===== src/hw/rtl/hpm_pkg.sv =====
// ----------------------------------------------------------------------------
// hpm_pkg
// Widths, register indexes, reset values and shared types of the period meter.
// ----------------------------------------------------------------------------
`default_nettype none

package hpm_pkg;

  // Field widths
  localparam int unsigned SAMPLE_W = 10;
  localparam int unsigned TS_W     = 32;
  localparam int unsigned THR_W    = 10;
  localparam int unsigned SCALE_W  = 24;
  localparam int unsigned SUM_W    = 35;
  localparam int unsigned CNT_W    = 3;
  localparam int unsigned AVG_W    = 40;
  localparam int unsigned FREQ_W   = 35;
  localparam int unsigned FRAC_W   = 8;
  // Dividend of the average: period sum with eight fraction bits appended
  localparam int unsigned AVG_NUM_W = SUM_W + FRAC_W;

  // Configuration port
  localparam int unsigned CFG_IDX_W = 2;
  localparam int unsigned CFG_W     = 24;

  localparam logic [CFG_IDX_W-1:0] REG_HIGH_THR   = 2'd0;
  localparam logic [CFG_IDX_W-1:0] REG_LOW_THR    = 2'd1;
  localparam logic [CFG_IDX_W-1:0] REG_FREQ_SCALE = 2'd2;

  localparam logic [THR_W-1:0]   HIGH_THR_RST   = 10'd675;
  localparam logic [THR_W-1:0]   LOW_THR_RST    = 10'd552;
  localparam logic [SCALE_W-1:0] FREQ_SCALE_RST = 24'd100000;

  // Comparator / accumulator outcome for the beat on the input
  typedef struct packed {
    logic             level;
    logic             rise;
    logic             report;
    logic             zero;
    logic [SUM_W-1:0] sum;
  } front_t;

endpackage

`default_nettype wire


===== src/hw/rtl/hpm_if.sv =====
// ----------------------------------------------------------------------------
// hpm_if
// Valid/ready channels carrying sample beats in and result beats out.
// ----------------------------------------------------------------------------
`default_nettype none

interface hpm_in_if;
  logic                         valid;
  logic                         ready;
  logic [hpm_pkg::SAMPLE_W-1:0] sample;
  logic [hpm_pkg::TS_W-1:0]     timestamp;

  modport source (output valid, output sample, output timestamp, input ready);
  modport sink   (input valid, input sample, input timestamp, output ready);
endinterface

interface hpm_out_if;
  logic                       valid;
  logic                       ready;
  logic                       level;
  logic                       rising_edge;
  logic                       report_valid;
  logic [hpm_pkg::AVG_W-1:0]  avg_period_q8;
  logic [hpm_pkg::FREQ_W-1:0] frequency_q8;
  logic                       zero_period;

  modport source (output valid, output level, output rising_edge, output report_valid,
                  output avg_period_q8, output frequency_q8, output zero_period,
                  input ready);
  modport sink   (input valid, input level, input rising_edge, input report_valid,
                  input avg_period_q8, input frequency_q8, input zero_period,
                  output ready);
endinterface

`default_nettype wire


===== src/hw/rtl/hysteresis_period_meter.sv =====
// ----------------------------------------------------------------------------
// hysteresis_period_meter
// Schmitt-trigger period and frequency meter with bit-serial dividers.
// ----------------------------------------------------------------------------
//  channel   | dir | beat contents
//  ----------+-----+-------------------------------------------------------
//  in_i      | in  | sample, timestamp
//  out_o     | out | level, rising_edge, report_valid, avg_period_q8,
//            |     | frequency_q8, zero_period
//  cfg_*     | in  | write enable, register index, data (no handshake)
//
// A beat with no report, or closing a group with a zero period sum, is accepted, then handed off to the output reg.
// A beat completing a group with a nonzero sum also runs the dividers: the average
// divider retires one quotient bit per cycle over the 43-bit dividend, and
// then both quotients move into staging ahead of the hand-off.
// No clearing pass after reset; in_i.ready is already high as reset releases.
// A stalled output holds its beat; one new input beat is processed meanwhile.
// ----------------------------------------------------------------------------
`default_nettype none

module hysteresis_period_meter #(
  parameter int unsigned PERIODS_PER_REPORT = 5
) (
  input  logic                          clk_i,
  input  logic                          rst_ni,
  hpm_in_if.sink                        in_i,
  hpm_out_if.source                     out_o,
  input  logic                          cfg_we_i,
  input  logic [hpm_pkg::CFG_IDX_W-1:0] cfg_idx_i,
  input  logic [hpm_pkg::CFG_W-1:0]     cfg_data_i
);

  localparam int unsigned AVG_NUM_W = hpm_pkg::AVG_NUM_W;
  localparam int unsigned FREQ_W    = hpm_pkg::FREQ_W;
  localparam int unsigned AVG_W     = hpm_pkg::AVG_W;
  localparam int unsigned PDIV_W    = $clog2(PERIODS_PER_REPORT + 1);

  localparam logic [1:0] ST_IDLE  = 2'd0;
  localparam logic [1:0] ST_DIV   = 2'd1;
  localparam logic [1:0] ST_FLUSH = 2'd2;

  logic [1:0] state_q, state_d;

  logic [hpm_pkg::THR_W-1:0]   high_thr_q;
  logic [hpm_pkg::THR_W-1:0]   low_thr_q;
  logic [hpm_pkg::SCALE_W-1:0] scale_q;

  hpm_pkg::front_t front;
  logic            accept;
  logic            div_start;
  logic            avg_busy;
  logic            freq_busy;
  logic [AVG_NUM_W-1:0] avg_quot;
  logic [FREQ_W-1:0]    freq_quot;
  logic [FREQ_W-1:0]    scale_ext;
  logic [FREQ_W-1:0]    freq_num;
  logic                 out_free;

  // Result staging
  logic              st_level_q, st_rise_q, st_rep_q, st_zero_q;
  logic [AVG_W-1:0]  st_avg_q;
  logic [FREQ_W-1:0] st_freq_q;

  // Output register
  logic              out_valid_q;
  logic              out_level_q, out_rise_q, out_rep_q, out_zero_q;
  logic [AVG_W-1:0]  out_avg_q;
  logic [FREQ_W-1:0] out_freq_q;

  assign in_i.ready = (state_q == ST_IDLE);
  assign accept     = in_i.valid && in_i.ready;
  assign div_start  = accept && front.report && !front.zero;
  assign out_free   = !out_valid_q || out_o.ready;

  // Frequency dividend: scale * periods with eight fraction bits
  assign scale_ext = FREQ_W'(scale_q);
  assign freq_num  = (scale_ext * FREQ_W'(PERIODS_PER_REPORT)) << hpm_pkg::FRAC_W;

  // Configuration registers
  always_ff @(posedge clk_i or negedge rst_ni) begin
    if (!rst_ni) begin
      high_thr_q <= hpm_pkg::HIGH_THR_RST;
      low_thr_q  <= hpm_pkg::LOW_THR_RST;
      scale_q    <= hpm_pkg::FREQ_SCALE_RST;
    end else if (cfg_we_i) begin
      case (cfg_idx_i)
        hpm_pkg::REG_HIGH_THR:   high_thr_q <= cfg_data_i[hpm_pkg::THR_W-1:0];
        hpm_pkg::REG_LOW_THR:    low_thr_q  <= cfg_data_i[hpm_pkg::THR_W-1:0];
        hpm_pkg::REG_FREQ_SCALE: scale_q    <= cfg_data_i[hpm_pkg::SCALE_W-1:0];
        default: ;
      endcase
    end
  end

  hpm_front #(
    .PERIODS_PER_REPORT (PERIODS_PER_REPORT)
  ) u_front (
    .clk_i       (clk_i),
    .rst_ni      (rst_ni),
    .step_i      (accept),
    .sample_i    (in_i.sample),
    .timestamp_i (in_i.timestamp),
    .high_thr_i  (high_thr_q),
    .low_thr_i   (low_thr_q),
    .front_o     (front)
  );

  // Average: (sum << 8) / periods
  hpm_serial_div #(
    .NUM_W (AVG_NUM_W),
    .DEN_W (PDIV_W)
  ) u_avg_div (
    .clk_i   (clk_i),
    .rst_ni  (rst_ni),
    .start_i (div_start),
    .num_i   ({front.sum, {hpm_pkg::FRAC_W{1'b0}}}),
    .den_i   (PDIV_W'(PERIODS_PER_REPORT)),
    .busy_o  (avg_busy),
    .quot_o  (avg_quot)
  );

  // Frequency: (scale * periods << 8) / sum
  hpm_serial_div #(
    .NUM_W (FREQ_W),
    .DEN_W (hpm_pkg::SUM_W)
  ) u_freq_div (
    .clk_i   (clk_i),
    .rst_ni  (rst_ni),
    .start_i (div_start),
    .num_i   (freq_num),
    .den_i   (front.sum),
    .busy_o  (freq_busy),
    .quot_o  (freq_quot)
  );

  // Sequencer
  always_comb begin
    state_d = state_q;
    case (state_q)
      ST_IDLE: begin
        if (accept) state_d = div_start ? ST_DIV : ST_FLUSH;
      end
      ST_DIV: begin
        if (!avg_busy && !freq_busy) state_d = ST_FLUSH;
      end
      ST_FLUSH: begin
        if (out_free) state_d = ST_IDLE;
      end
      default: state_d = ST_IDLE;
    endcase
  end

  always_ff @(posedge clk_i or negedge rst_ni) begin
    if (!rst_ni) begin
      state_q <= ST_IDLE;
    end else begin
      state_q <= state_d;
    end
  end

  // Staging of the beat under work
  always_ff @(posedge clk_i) begin
    if (accept) begin
      st_level_q <= front.level;
      st_rise_q  <= front.rise;
      st_rep_q   <= front.report;
      st_zero_q  <= front.report && front.zero;
      st_avg_q   <= '0;
      st_freq_q  <= '0;
    end else if (state_q == ST_DIV && !avg_busy && !freq_busy) begin
      st_avg_q  <= avg_quot[AVG_W-1:0];
      st_freq_q <= freq_quot;
    end
  end

  // Output register valid
  always_ff @(posedge clk_i or negedge rst_ni) begin
    if (!rst_ni) begin
      out_valid_q <= 1'b0;
    end else if (state_q == ST_FLUSH && out_free) begin
      out_valid_q <= 1'b1;
    end else if (out_o.ready) begin
      out_valid_q <= 1'b0;
    end
  end

  // Output register payload
  always_ff @(posedge clk_i) begin
    if (state_q == ST_FLUSH && out_free) begin
      out_level_q <= st_level_q;
      out_rise_q  <= st_rise_q;
      out_rep_q   <= st_rep_q;
      out_zero_q  <= st_zero_q;
      out_avg_q   <= st_avg_q;
      out_freq_q  <= st_freq_q;
    end
  end

  assign out_o.valid         = out_valid_q;
  assign out_o.level         = out_level_q;
  assign out_o.rising_edge   = out_rise_q;
  assign out_o.report_valid  = out_rep_q;
  assign out_o.avg_period_q8 = out_avg_q;
  assign out_o.frequency_q8  = out_freq_q;
  assign out_o.zero_period   = out_zero_q;

endmodule

`default_nettype wire


===== src/hw/rtl/hpm_serial_div.sv =====
// ----------------------------------------------------------------------------
// hpm_serial_div
// Bit-serial restoring divider: one quotient bit per cycle, MSB first.
// ----------------------------------------------------------------------------
`default_nettype none

module hpm_serial_div #(
  parameter int unsigned NUM_W = 35,
  parameter int unsigned DEN_W = 35
) (
  input  logic             clk_i,
  input  logic             rst_ni,
  input  logic             start_i,
  input  logic [NUM_W-1:0] num_i,
  input  logic [DEN_W-1:0] den_i,
  output logic             busy_o,
  output logic [NUM_W-1:0] quot_o
);

  localparam int unsigned STEP_W = $clog2(NUM_W + 1);

  logic [STEP_W-1:0] step_q, step_d;
  logic [NUM_W-1:0]  num_q, num_d;
  logic [DEN_W-1:0]  rem_q, rem_d;
  logic [DEN_W-1:0]  den_q;
  logic [DEN_W:0]    part;
  logic [DEN_W:0]    diff;
  logic              ge;

  assign busy_o = (step_q != '0);
  assign quot_o = num_q;

  // One restoring step: bring down the next dividend bit, try a subtract
  always_comb begin
    part  = {rem_q, num_q[NUM_W-1]};
    diff  = part - {1'b0, den_q};
    ge    = (part >= {1'b0, den_q});
    rem_d = ge ? diff[DEN_W-1:0] : part[DEN_W-1:0];
    num_d = {num_q[NUM_W-2:0], ge};
    step_d = step_q - STEP_W'(1);
  end

  // Step counter
  always_ff @(posedge clk_i or negedge rst_ni) begin
    if (!rst_ni) begin
      step_q <= '0;
    end else if (start_i) begin
      step_q <= STEP_W'(NUM_W);
    end else if (busy_o) begin
      step_q <= step_d;
    end
  end

  // Dividend/quotient shifter, remainder and divisor
  always_ff @(posedge clk_i) begin
    if (start_i) begin
      num_q <= num_i;
      rem_q <= '0;
      den_q <= den_i;
    end else if (busy_o) begin
      num_q <= num_d;
      rem_q <= rem_d;
    end
  end

endmodule

`default_nettype wire


===== src/hw/rtl/hpm_front.sv =====
// ----------------------------------------------------------------------------
// hpm_front
// Schmitt comparator, edge timestamp and period sum accumulation.
// ----------------------------------------------------------------------------
`default_nettype none

module hpm_front #(
  parameter int unsigned PERIODS_PER_REPORT = 5
) (
  input  logic                         clk_i,
  input  logic                         rst_ni,
  input  logic                         step_i,
  input  logic [hpm_pkg::SAMPLE_W-1:0] sample_i,
  input  logic [hpm_pkg::TS_W-1:0]     timestamp_i,
  input  logic [hpm_pkg::THR_W-1:0]    high_thr_i,
  input  logic [hpm_pkg::THR_W-1:0]    low_thr_i,
  output hpm_pkg::front_t              front_o
);

  localparam int unsigned CW = hpm_pkg::CNT_W;
  localparam int unsigned SW = hpm_pkg::SUM_W;

  logic                         level_q;
  logic [hpm_pkg::TS_W-1:0]     last_q;
  logic [SW-1:0]                sum_q;
  logic [CW-1:0]                cnt_q;

  logic                         set;
  logic                         clr;
  logic [hpm_pkg::TS_W-1:0]     delta;
  logic [SW-1:0]                sum_add;
  logic [CW-1:0]                cnt_inc;
  logic                         report;

  // Comparator and period arithmetic for the current beat
  always_comb begin
    set     = (sample_i > high_thr_i) && !level_q;
    clr     = (sample_i < low_thr_i) && level_q;
    delta   = timestamp_i - last_q;          // wraps modulo 2^32
    sum_add = sum_q + SW'(delta);
    cnt_inc = cnt_q + CW'(1);
    report  = set && (cnt_inc == CW'(PERIODS_PER_REPORT));

    front_o.level  = set ? 1'b1 : (clr ? 1'b0 : level_q);
    front_o.rise   = set;
    front_o.report = report;
    front_o.sum    = sum_add;
    front_o.zero   = (sum_add == '0);
  end

  // State update on each accepted beat
  always_ff @(posedge clk_i or negedge rst_ni) begin
    if (!rst_ni) begin
      level_q <= 1'b0;
      last_q  <= '0;
      sum_q   <= '0;
      cnt_q   <= '0;
    end else if (step_i) begin
      level_q <= front_o.level;
      if (set) begin
        last_q <= timestamp_i;
        if (report) begin
          sum_q <= '0;
          cnt_q <= '0;
        end else begin
          sum_q <= sum_add;
          cnt_q <= cnt_inc;
        end
      end
    end
  end

endmodule

`default_nettype wire


===== src/flat_wrapper.sv =====
// flat-port wrapper written by rule: the top's interface ports become plain ports
module hysteresis_period_meter_flat 
#(
  parameter int unsigned PERIODS_PER_REPORT = 5
)
  (clk_i, rst_ni, cfg_we_i, cfg_idx_i, cfg_data_i, in_i_valid, in_i_sample, in_i_timestamp, in_i_ready, out_o_valid, out_o_level, out_o_rising_edge, out_o_report_valid, out_o_avg_period_q8, out_o_frequency_q8, out_o_zero_period, out_o_ready);
  hpm_in_if in_i_i ();
  hpm_out_if out_o_i ();
  input  logic clk_i;
  input  logic rst_ni;
  input  logic cfg_we_i;
  input  logic [hpm_pkg::CFG_IDX_W-1:0] cfg_idx_i;
  input  logic [hpm_pkg::CFG_W-1:0] cfg_data_i;
  input wire logic [$bits(in_i_i.valid)-1:0] in_i_valid;
  input wire logic [$bits(in_i_i.sample)-1:0] in_i_sample;
  input wire logic [$bits(in_i_i.timestamp)-1:0] in_i_timestamp;
  output wire logic [$bits(in_i_i.ready)-1:0] in_i_ready;
  output wire logic [$bits(out_o_i.valid)-1:0] out_o_valid;
  output wire logic [$bits(out_o_i.level)-1:0] out_o_level;
  output wire logic [$bits(out_o_i.rising_edge)-1:0] out_o_rising_edge;
  output wire logic [$bits(out_o_i.report_valid)-1:0] out_o_report_valid;
  output wire logic [$bits(out_o_i.avg_period_q8)-1:0] out_o_avg_period_q8;
  output wire logic [$bits(out_o_i.frequency_q8)-1:0] out_o_frequency_q8;
  output wire logic [$bits(out_o_i.zero_period)-1:0] out_o_zero_period;
  input wire logic [$bits(out_o_i.ready)-1:0] out_o_ready;
  assign in_i_i.valid = in_i_valid;
  assign in_i_i.sample = in_i_sample;
  assign in_i_i.timestamp = in_i_timestamp;
  assign in_i_ready = in_i_i.ready;
  assign out_o_valid = out_o_i.valid;
  assign out_o_level = out_o_i.level;
  assign out_o_rising_edge = out_o_i.rising_edge;
  assign out_o_report_valid = out_o_i.report_valid;
  assign out_o_avg_period_q8 = out_o_i.avg_period_q8;
  assign out_o_frequency_q8 = out_o_i.frequency_q8;
  assign out_o_zero_period = out_o_i.zero_period;
  assign out_o_i.ready = out_o_ready;
  hysteresis_period_meter #(.PERIODS_PER_REPORT(PERIODS_PER_REPORT)) u_core (.clk_i(clk_i), .rst_ni(rst_ni), .in_i(in_i_i), .out_o(out_o_i), .cfg_we_i(cfg_we_i), .cfg_idx_i(cfg_idx_i), .cfg_data_i(cfg_data_i));
endmodule

===== config.mk =====
export PLATFORM = sky130hd
export DESIGN_NAME = hysteresis_period_meter_flat
export DESIGN_NICKNAME = d
export VERILOG_FILES = /design/src/hw/rtl/hpm_pkg.sv /design/src/hw/rtl/hpm_if.sv /design/src/hw/rtl/hysteresis_period_meter.sv /design/src/hw/rtl/hpm_serial_div.sv /design/src/hw/rtl/hpm_front.sv /design/src/flat_wrapper.sv
export SDC_FILE = /design/constraint.sdc
export NUM_CORES = 1
export LEC_CHECK = 0
export BUFFER_PORTS_ARGS = -buffer_cell sky130_fd_sc_hd__buf_2
export CAP_MARGIN = 30
export CORE_UTILIZATION = 55
export DETAILED_ROUTE_END_ITERATION = 10
export GPL_TIMING_DRIVEN = 1
export PLACE_DENSITY_LB_ADDON = 0.05
export REMOVE_ABC_BUFFERS = 1
export SYNTH_ARGS = -nofsm -noshare
export SYNTH_HDL_FRONTEND = slang
export SYNTH_SLANG_ARGS = --single-unit

===== constraint.sdc =====
create_clock -name clk_i -period 7.35 [get_ports clk_i]
set_input_delay 0.735 -clock clk_i [delete_from_list [all_inputs] [get_ports clk_i]]
set_output_delay 0.735 -clock clk_i [all_outputs]
set_load 0.02 [all_outputs]

**Word-level counts from Yosys, hierarchy flattened**

Index checks and enable logic that the tools add are counted.

- Bits in registers: 439
- Bits of input ports: 73
- Output and inout port bits: 81
- Logic and storage cells: 101

- Add/sub/neg operators: 7
- Multipliers: 1
- Magnitude comparators: 4
- Equal/unequal tests: 8
- Mux-type cells: 21
- Reduce and logical (&&, ||, !) cells: 30

Operators by type and width:

| cell | count |
|---|---|
| two-way mux 35 bit | 4 |
| two-way mux 43 bit | 2 |
| >= comparator 36 x 35 -> 1 bit | 1 |
| adder 35 x 32 -> 35 bit | 1 |
| logical NOT 35 bit | 1 |
| subtractor 35 bit | 1 |
| subtractor 32 bit | 1 |
| multiplier 24 x 3 -> 27 bit (second input constant) | 1 |
| two-way mux 6 bit | 4 |
| nonzero test 6 bit | 2 |
| subtractor 6 x 1 -> 6 bit (second input constant) | 2 |
| logical AND 1 bit | 11 |
| > comparator 10 bit | 1 |
| < comparator 10 bit | 1 |
| two-way mux 2 bit | 4 |
| AND reduction 2 bit | 4 |
| two-way mux 3 bit | 2 |
| one-hot mux 2 bit (3 select lines) | 1 |
| nonzero test 2 bit | 3 |
| logical NOT 1 bit | 5 |
| == test 2 x 1 -> 1 bit (second input constant) | 2 |
| == test 2 bit (second input constant) | 2 |
| >= comparator 4 x 3 -> 1 bit (second input constant) | 1 |
| logical NOT 2 bit | 2 |
| other kinds (8) | 12 |

**Longest topological paths before layout**

Gate-level depths: netlist of run 1.

- Depth in word-level cells: 8
- Mapped depth: 28
- Depth with buffers taken out: 25

**Modules after synthesis**

From an unflattened synthesis of run 1, not the netlist that was laid out.

- Cells, all modules: 2,362
- Area total of the unflattened synthesis: 24,385.9 um^2

Modules (own cells, without submodules):

| module | times used | cells an instance | area an instance (um^2) | sequential area each (um^2) |
|---|---|---|---|---|
| hysteresis_period_meter | 1 | 703 | 8,314.2 | 5,187.5 |
| hpm_front | 1 | 864 | 7,236.9 | 1,776.7 |
| hpm_serial_div at u_core.u_freq_div | 1 | 640 | 6,363.6 | 2,952.8 |
| hpm_serial_div at u_core.u_avg_div | 1 | 155 | 2,471.1 | 1,591.5 |

**Worst setup path before layout of run 1**

Ideal clock, no wire load.

- Path type: in2reg
- Start: input in_i_timestamp[0]
- End: register u_core.u_avg_div.num_q[10], in the netlist u_core.u_avg_div.quot_o[10], enable pin
- Library setup time: 0.476 ns
- Data arrival time: 7.867 ns
- Data required time: 6.874 ns
- Slack: -0.993 ns
- Stages on the path: 23
- Buffers on the path: 0
- Path through: inv_1 -> ha_1 -> fa_1 -> nor2b_1 -> o31a_1 -> o2111a_1 -> a2111o_1 -> o31ai_1 -> o31ai_1 -> a21oi_1 -> xnor2_1 -> ha_1 -> a21oi_1 -> o21ai_0 -> and3_1 -> a211oi_1 -> o211ai_1 -> mux2_2 -> a211oi_1 -> nor2_1 -> nand4b_1 -> nor2_1 -> o21ai_0

RTL lines:

| what | RTL line | source |
|---|---|---|
| start, declared | flat_wrapper.sv:16 | `input wire logic [$bits(in_i_i.timestamp)-1:0] in_i_timestamp;` |
| end signal, assigned | hpm_serial_div.sv:57 | `num_q <= num_i;` |
| end signal, assigned | hpm_serial_div.sv:61 | `num_q <= num_d;` |
| end, declared | hpm_serial_div.sv:23 | `logic [NUM_W-1:0] num_q, num_d;` |

**Worst setup path in the final report of run 1**

- Start: register u_core.u_front.last_q[1] (netlist bit)
- End: register u_core.u_freq_div.rem_q[12]

- Word-level cells in the longest chain between the ends: 5

RTL lines:

| what | RTL line | source |
|---|---|---|
| start, declared | hpm_front.sv:24 | `logic [hpm_pkg::TS_W-1:0] last_q;` |
| start signal, assigned | hpm_front.sv:61 | `last_q <= timestamp_i;` |
| subtractor 32 bit | hpm_front.sv:39 | `delta = timestamp_i - last_q;` |
| adder 35 x 32 -> 35 bit | hpm_front.sv:40 | `sum_add = sum_q + SW'(delta);` |
| logical NOT 35 bit | hpm_front.sv:48 | `front_o.zero = (sum_add == '0);` |
| logical NOT 1 bit | hysteresis_period_meter.sv:72 | `assign div_start = accept && front.report && !front.zero;` |
| logical AND 1 bit | hysteresis_period_meter.sv:72 |  |
| end signal, assigned | hpm_serial_div.sv:62 | `rem_q <= rem_d;` |
| end, declared | hpm_serial_div.sv:24 | `logic [DEN_W-1:0] rem_q, rem_d;` |

No other way between the ends.
A chain may end at the register's enable or synchronous reset.

==> impl_metrics.toml, run 1 <==
[floorplan]
core_area_um2 = 41900
dieArea_um2 = 43300
io_pins = 154
core.rowCount = 75
die_w_um = 208
start_util_pct = 55.7
die_y_um = 208

[power]
pwr_density_cell_nw_per_um2 = 524
leakagePower_nw = 11.6
ir_drop_v = 0.000276

[yosys]
netlist_instances = 2369
synth.area.top_cells = "edfxtp_1, dfrtp_1, dfxtp_1"
synth.top_cells.by_count = "nand2_1, a21oi_1, edfxtp_1"
synth.largest_area_cell = "edfxtp_1"
yosysWarnings = 0
synth_seq_area_share_pct = 48.2
synth_top_area_share_pct = 23.1
synth_edf_count = 180
ys_ff_latch = 439
synth_area_um2 = 23400
synth.most_common_cell = "nand2_1"
syn_avg_cell_area_um2 = 9.86
synth_ff_type = "edfxtp_1"
async_flop_share_pct = 29.6
netlist-cell-type-count = 74

[layout]
area_growth_pct = 13.4
layout.nets = 2766
fillers = 3491
antenna_cells = 0
final_area_um2 = 26500
drive_gt1_share_pct = 14.7
stdcell_count = 3095

[cts]
clk_pin_slew_ps = 60
insertion_delay_ps = 590
cts_resized = 0
cts_tree = "built"
cts_buffer_depth = 3
clock_sinks = 439
postCtsSetupBuffers = 0
cts_root_buf = "clkbuf_16"
cts_hold_buf = 0
htree_num_levels = 2
numCtsBuffers = 47

[timing]
drv_slew = 0
setup_tns_ps = 0
rsz0062_at_grt = "false"
worst_slew_pin_slew_ps = 870
slew_headroom_pct = 42.0
timing.fmax_ghz = 0.161
fin_worst_skew_ps = 25.3
fin_crit_ps = 6210
min_period_over_period_pct = 84.5
setup-violations-final = 0
finalHoldViolCount = 0

[hold_path]
worstHoldPathType = "in2async"

[detailed_routing]
routed_wl_um = 51500
via_per_inst = 5.59
ant_nets = 0
dr_total_vias = 17300
wire_per_inst_um = 16.6
drc_errors = 0
dr.pass1.iters = 5
drt-initial-drc-count = 1131

[critical_path]
worstPathMaxFanout = 27
worstPathArrival_ps = 6700
cp_slowest_stage_delay_ps = 400
startpoint_type = "flip-flop"
end_kind = "flip-flop"
path_cells = "inv_1 > ha_1 > nor2b_1 > o21a_1 > o21a_1 > o31a_1 > a2111o_1 > nand4_1 > a21oi_1 > or3_1 > a21oi_1 > xnor2_1 > ha_1 > a21o_1 > a31o_2 > a31oi_1 > xor2_1 > nand4_1 > nor4_1 > nand4b_1 > o21a_4 > buf_4 > buf_4 > a211oi_1"
cp.required_ps = 7850
critPathKind = "reg2reg"
cpMaxStageDelayCell = "a2111o_1"

[global_routing]
grt-ovfl-total = 0
grt_max_degree = 78
grt_pass1_vias = 16900
grt_pass1_wl_um = 85500
antenna_found_initial = 0
track_usage_pct = 24.1

[placed_design]
gp_congestion = 0.904
place_inst = 3006
io_buffer_count = 153
hpwl_um = 37200
place_area_um2 = 24900

[status]
status = "finished, final reports clean"

[job]
cap_violations = 0
## cells in the final DEF, fill, tap and decap left out, types with 29 or more instances in the layout
cell type / instances
nand2_1: 416
a21oi_1: 202
edfxtp_1: 180
ha_1: 172
inv_1: 153
buf_2: 152
dfxtp_1: 129
o21ai_0: 125
dfrtp_1: 116
nor2_1: 96
mux2_2: 69
xnor2_1: 61
a21o_1: 53
mux2i_1: 51
clkbuf_16: 49
xor2_1: 45
buf_4: 33
o31ai_1: 30
nand3_1: 29
## state kept, by name, summed over array words and instances (netlist names), 2 cells and up
name                        cells
u_core.u_avg_div.rem_q          3
u_core.st_freq_q               35
u_core.st_avg_q                40
u_core.low_thr_q               10
u_core.u_front.cnt_q            3
u_core.u_avg_div.quot_o        43
u_core.state_q                  2
u_core.u_front.last_q          32
u_core.out_o.avg_period_q8     40
u_core.scale_q                 24
u_core.u_freq_div.den_q        35
u_core.u_freq_div.quot_o       35
u_core.out_o.frequency_q8      35
u_core.high_thr_q              10
u_core.u_front.sum_q           35
u_core.u_avg_div.step_q         6
u_core.u_freq_div.rem_q        35
u_core.u_freq_div.step_q        6
## power breakdown
part	internal, mW	total (mW)	switching [mW]
combinational	2.92	7.39	4.47
clock	1.46	2.46	1.00
sequential	3.57	4.02	0.452
## area by class of cell
cell class                      count  area (um2)  share of cell area (%)
Multi-Input combinational cell   1683       11200                    42.3
Clock inverter                     22         265                    1.00
Timing Repair Buffer              193        1170                    4.41
Sequential cell                   439       11300                    42.5
Tap cell                          539         674                    2.55
Clock buffer                       66        1350                    5.08
Inverter                          153         574                    2.17
## layer usage
metal / GRT usage (%) / wire length [um] / vias up
li1: - / - / 8698
met1: 34.3 / 24800 / 8209
met2: 38.6 / 23400 / 326
met3: 3.64 / 2260 / 75
met4: 6.31 / 1100 / 0
met5: 0 / 0 / -
## metrics by stage
stage	utilization, %	total power [mW]	worst slack (ps)	hold slack (ps)
2_1_floorplan	-	9.27	-2060	400
3_3_place_gp	59.1	11.2	668	403
3_5_place_dp	59.2	11.3	580	405
4_1_cts	63.1	13.9	1090	141
5_1_grt	63.1	15.0	630	166
6_report	63.1	13.9	1140	139
## logic make-up after synthesis
| family | Yosys count | synth area share, % |
|---|---|---|
| AO/OA/AOI/OAI | 586 | 15.7 |
| XOR/XNOR | 106 | 3.97 |
| adder cells (fa/ha/maj) | 176 | 9.55 |
| buffers and inverters | 247 | 4.08 |
| flip-flops | 439 | 48.2 |
| multiplexers | 121 | 5.57 |
| AND/OR/NAND/NOR | 694 | 12.9 |
## path summary, 6_finish.rpt
| check | from | endpoint | slack, ps | cells past startpoint |
|---|---|---|---|---|
| max in group asynchronous | rst_ni | u_core.high_thr_q[1] | 6200 | 3 |
| worst min register to register | u_core.st_zero_q | u_core.out_o.zero_period | 420 | 0 |
| worst min-delay path | rst_ni | u_core.scale_q[20] | 140 | 1 |
| worst max register to register | u_core.u_front.last_q[1] | u_core.u_freq_div.rem_q[12] | 1140 | 24 |
| worst max-delay path | u_core.u_front.last_q[1] | u_core.u_freq_div.rem_q[12] | 1140 | 24 |
| min in group clk_i | cfg_data_i[11] | u_core.scale_q[11] | 370 | 2 |
## worst max-delay path: cells and delay by family, from the launching register on
family | cells | cell delay, ps
XOR/XNOR | 2 | 500
adder cells (fa/ha/maj) | 2 | 600
flip-flops | 1 | 390
buffers and inverters | 3 | 470
AND/OR/NAND/NOR | 6 | 1320
AO/OA/AOI/OAI | 11 | 2810
Note: power is estimated with default switching activity, not from simulation.
==> inputs of run 2 (changes only) <==
ABC_AREA = 1   (was default)
clock period = 6.2 ns   (was 7.35 ns; I/O delays follow)
==> impl_metrics.toml, run 2 <==
[global_routing]
antenna_found_initial = 0
use_met3_pct = 4.48
grt_max_degree = 91
grt_pass1_wl_um = 109000
grt-ovfl-total = 0
grt_use_met2_pct = 48.1
busiest_layer = "met2"
use_met1_pct = 39.7
grt_pass1_vias = 21000
track_usage_pct = 29.0

[yosys]
netlist-cell-type-count = 48
synth_edf_count = 180
netlist_instances = 3349
yosysWarnings = 0
synth_seq_area_share_pct = 44.0
synth.largest_area_cell = "edfxtp_1"
synth_ff_type = "edfxtp_1"
synth_top_area_share_pct = 21.1
syn_avg_cell_area_um2 = 7.65
async_flop_share_pct = 29.6
synth.area.top_cells = "edfxtp_1, nand2_1, dfrtp_1"
synth_area_um2 = 25600
synth.most_common_cell = "nand2_1"
synth.top_cells.by_count = "nand2_1, inv_1, nor2_1"
ys_ff_latch = 439

[floorplan]
dieArea_um2 = 47400
io_pins = 154
die_w_um = 218
die_y_um = 218
core_area_um2 = 45700
core.rowCount = 78
start_util_pct = 56.1

[layout]
final_core_util_pct = 63.0
multi_input_area_um2 = 12100
drive_gt1_share_pct = 8.88
layout.nets = 3734
area_growth_pct = 12.4
layout_commonest_cell = "nand2_1"
fillers = 4040
regArea_um2 = 11300
largest_register_ff_count = 43
antenna_cells = 0
final_area_um2 = 28800
final_cell_mix = "nand2_1, inv_1, nor2_1, o21ai_0, nand3_1"

[placed_design]
gp_congestion = 0.967
io_buffer_count = 153
place_area_um2 = 27100
hpwl_um = 50200

[critical_path]
critPathKind = "reg2reg"
end_kind = "flip-flop"
cp_slowest_stage_delay_ps = 430
worstPathMaxFanout = 27
path_buf_inv = 2
cp.required_ps = 6670
cp_top_family = "simple AND/OR/NAND/NOR gates"
startpoint_type = "flip-flop"
cpMaxStageDelayCell = "ha_1"
crit_top_cell = "nand2_1"
worstPathArrival_ps = 5970

[detailed_routing]
drc_errors = 0
routed_wl_um = 68000
drt-initial-drc-count = 1381
ant_nets = 0
dr.pass1.iters = 8
dr_total_vias = 21900
via_per_inst = 5.31
wire_per_inst_um = 16.5

[timing]
finalHoldViolCount = 0
timing.fmax_ghz = 0.182
fin_worst_skew_ps = 35.9
fin_crit_ps = 5500
rsz0062_at_grt = "false"
setup-violations-final = 0
drv_slew = 0
min_period_over_period_pct = 88.8
worst_slew_pin_slew_ps = 989
slew_headroom_pct = 34.0

[cts]
insertion_delay_ps = 620
clock_sinks = 439
htree_num_levels = 2
cts_root_buf = "clkbuf_16"
postCtsSetupBuffers = 0
clk_pin_slew_ps = 60
cts_resized = 0
cts_tree = "built"
cts_buffer_depth = 3
numCtsBuffers = 48
cts_hold_buf = 0

[power]
seqPwrFrac_pct = 25.9
p_int_mw = 9.29
p_sw_mw = 8.81
combPwrFrac_pct = 57.2
swShare_pct = 48.7
pwr_density_cell_nw_per_um2 = 629
clockPowerShare_pct = 16.9
ir_drop_v = 0.000386
leakagePower_nw = 14.9

[job]
cap_violations = 0

[status]
status = "finished, final reports clean"

[hold_path]
worstHoldPathType = "in2async"
-- run 2: cell families after synthesis --
family / share of synthesized area [%]
and+or+nand+nor: 25.3
xor gates and xnor gates: 2.77
DFF: 44.0
muxes: 0.616
adders and majority gates: 8.72
AOI/OAI and AO/OA: 9.81
buffers and inverters: 8.81
-- run 2: worst paths after layout --
path                                     startpoint                     endpoint  slack (ps)  cells past startpoint
min in group clk_i                      out_o_ready           u_core.out_o.valid         210                      2
hold reg to reg                    u_core.st_rise_q     u_core.out_o.rising_edge         410                      0
hold / removal                               rst_ni     u_core.u_front.last_q[2]          20                      1
max in group asynchronous                    rst_ni           u_core.scale_q[10]        5070                      3
setup reg to reg           u_core.u_front.last_q[0]  u_core.u_avg_div.quot_o[38]         700                     26
setup / recovery           u_core.u_front.last_q[0]  u_core.u_avg_div.quot_o[38]         700                     26
-- run 2: per-layer routing --
layer / routed length (um) / up-vias
met5: 0 / -
met2: 31800 / 494
met4: 1540 / 0
li1: - / 11000
met1: 30900 / 10300
met3: 3720 / 103
-- run 2: cell type report --
cell class,count,area share [%]
multi-input cells,2329,42.2
flip-flops and latches,439,39.1
inverters,483,6.30
clock buffers,62,4.60
repair buffers,184,3.92
well taps,600,2.61
clock inverters,28,1.31
-- run 2: metrics by stage --
stage / setup TNS (ps) / instances / power, mW / hold slack [ps] / setup WS [ps]
2_1_floorplan: -239850 / 3251 / 11.5 / 324 / -1370
3_5_place_dp: 0 / 4034 / 14.9 / 409 / 426
3_3_place_gp: 0 / 4031 / 14.8 / 403 / 506
5_1_grt: 0 / 4125 / 19.6 / 66.6 / 235
6_report: 0 / 4125 / 18.1 / 16.8 / 697
4_1_cts: 0 / 4124 / 18.1 / 43.4 / 750
-- run 2: power by group through the flow --
stage	combinational [mW]	clock (mW)	sequential (mW)
floorplan	6.77	0	4.74
global placement	10.1	0	4.71
detailed placement	10.2	0	4.73
CTS	10.3	3.10	4.69
global route	11.6	3.22	4.78
finish	10.4	3.05	4.69
==> inputs of run 3 (changes only) <==
--- a/config.mk
+++ b/config.mk
@@ -9,5 +9,5 @@
 export BUFFER_PORTS_ARGS = -buffer_cell sky130_fd_sc_hd__buf_2
 export CAP_MARGIN = 30
-export CORE_UTILIZATION = 55
+export CORE_UTILIZATION = 26
 export DETAILED_ROUTE_END_ITERATION = 10
 export GPL_TIMING_DRIVEN = 1
@@ -16,3 +16,4 @@
 export SYNTH_ARGS = -nofsm -noshare
 export SYNTH_HDL_FRONTEND = slang
+export SYNTH_HIERARCHICAL = 1
 export SYNTH_SLANG_ARGS = --single-unit
==> constraint.sdc (replaced) <==
create_clock -name clk_i -period 6.2 [get_ports clk_i]
set_input_delay 0.62 -clock clk_i [delete_from_list [all_inputs] [get_ports clk_i]]
set_output_delay 0.62 -clock clk_i [all_outputs]
set_load 0.05 [all_outputs]
==> impl_metrics.toml, run 3 <==
[critical_path]
worstPathArrival_ps = 5770
cp_slowest_stage_delay_ps = 420
startpoint_type = "flip-flop"
path_buf_inv = 6
worst-path-stages = 27
end_kind = "flip-flop"
worstPathMaxFanout = 34
cp.required_ps = 6590
ff2ff_path_depth = 27
critPathKind = "reg2reg"
cpMaxStageDelayCell = "fa_1"
cp_top_family = "simple AND/OR/NAND/NOR gates"

[timing]
setup-violations-final = 0
fin_crit_ps = 5380
slew_headroom_pct = 36.7
timing.fmax_ghz = 0.186
min_period_over_period_pct = 86.8
hold_ws_ps = 171
setup_ws_ps = 821
finalHoldViolCount = 0
drv_slew = 0
rsz0062_at_grt = "false"
fin_worst_skew_ps = 50.6
worst_slew_pin_slew_ps = 946

[power]
ir_drop_v = 0.000249
p_total_mw = 19.3
leakagePower_nw = 15.2
pwr_density_cell_nw_per_um2 = 622

[job]
cap_violations = 0

[detailed_routing]
dr_total_vias = 21600
via_per_inst = 4.24
drt-initial-drc-count = 1101
ant_nets = 0
dr.pass1.iters = 5
drc_errors = 0
routed_wl_um = 82300
wire_per_inst_um = 16.1

[yosys]
synth_area_um2 = 26500
synth.area.top_cells = "edfxtp_1, nand2_1, dfrtp_1"
synth.most_common_cell = "nand2_1"
synth_seq_area_share_pct = 43.4
synth.top_cells.by_count = "nand2_1, inv_1, nor2_1"
syn_avg_cell_area_um2 = 7.58
ys_ff_latch = 442
async_flop_share_pct = 29.4
netlist_instances = 3501
synth.largest_area_cell = "edfxtp_1"
netlist-cell-type-count = 63
synth_top_area_share_pct = 22.5
yosysWarnings = 6
synth_edf_count = 199
synth_ff_type = "edfxtp_1"

[cts]
numCtsBuffers = 58
cts_buffer_depth = 3
htree_num_levels = 2
clk_pin_slew_ps = 60
insertion_delay_ps = 690
cts_tree = "built"
cts_root_buf = "clkbuf_16"
clock_sinks = 442

[placed_design]
gp_congestion = 0.850
hpwl_um = 64100
io_buffer_count = 153
dp_slack_ps = 328

[layout]
final_cell_mix = "nand2_1, inv_1, nor2_1, edfxtp_1, o21ai_0"
layout.nets = 3944
drive_gt1_share_pct = 11.4
layout_commonest_cell = "nand2_1"
largest_register_ff_count = 43
area_growth_pct = 16.9

[status]
status = "finished, final reports clean"

[global_routing]
grt_pass1_wl_um = 130000
grt_pass1_vias = 22100
antenna_found_initial = 2
grt-ovfl-total = 0
grt_max_degree = 70
track_usage_pct = 16.2

[floorplan]
io_pins = 154
dieArea_um2 = 103000
die_w_um = 321
core_area_um2 = 101000
core.rowCount = 116
die_y_um = 321
start_util_pct = 26.4

[hold_path]
worstHoldPathType = "in2reg"
whs_path_depth = 2
==> run 3: where the power goes <==
group | leakage, nW | switching [mW] | internal, mW
registers | 4.45 | 0.567 | 4.29
logic | 9.82 | 7.60 | 3.32
clock network | 0.972 | 1.42 | 2.08
total | 15.2 | 9.59 | 9.69
==> run 3: through the flow <==
stage                     util (%)  cells  TNS (ps)  cell area, um2
after floorplan                  -   3439  -1621780           26100
after global placement        28.8   4988         0           29000
after detailed placement      28.8   4988         0           29000
after CTS                     30.8   5099         0           31000
after global routing          30.8   5099         0           31000
final                         30.8   5100         0           31000
==> run 3: layer usage <==
metal / wire (um) / GRT usage, %
met1: 42600 / 23.5
met2: 35700 / 25.1
met3: 2550 / 2.25
met4: 1520 / 3.66
met5: 0 / 0
==> run 3: worst paths after layout <==
kind / start / to / slack, ps
worst max-delay path: u_core/u_front/last_q[0] / u_core/u_avg_div/quot_o[37] / 820
worst min-delay path: cfg_data_i[22] / u_core/scale_q[22] / 170
worst max register to register: u_core/u_front/last_q[0] / u_core/u_avg_div/quot_o[37] / 820
worst min register to register: u_core/st_freq_q[12] / u_core/out_o.frequency_q8[12] / 420
max in group asynchronous: rst_ni / u_core/u_front/sum_q[33] / 4570
min in group asynchronous: rst_ni / u_core/scale_q[19] / 450
==> run 3: cells by family (layout without fill, tap and decap cells) <==
logic type / Yosys count / in the layout / synth area share, %
and+or+nand+nor: 1860 / 1860 / 29.1
buffers and inverters: 574 / 798 / 8.88
muxes: 13 / 13 / 0.552
adders and majority gates: 179 / 179 / 8.59
other: 2 / 20 / 0.0283
AOI/OAI and AO/OA: 367 / 367 / 7.35
DFF: 442 / 442 / 43.4
xor gates and xnor gates: 64 / 64 / 2.11
==> run 3: worst register-to-register path: cells and delay by family (launching register included) <==
family,cells,cell delay (ps)
and+or+nand+nor,15,2150
adders and majority gates,3,1040
buffers and inverters,6,900
AOI/OAI and AO/OA,2,490
DFF,1,380
xor gates and xnor gates,1,90
==> run 3: cell type report <==
class / count / area (um2)
timing repair buffer: 193 / 1190
sequential: 442 / 11500
antenna: 1 / 2.50
clock inverter: 34 / 429
tap: 1357 / 1700
inverter: 495 / 1870
clock buffer: 76 / 1570
fill: 11000 / 69600
multi-input combinational: 2502 / 12700
==> run 3: timing repair <==
item                       4_1_cts  5_1_grt
resized for setup                0        0
hold buffers                     1        0
hold endpoints to repair        45        0
setup buffers                    0        0
setup endpoints to repair        0        0
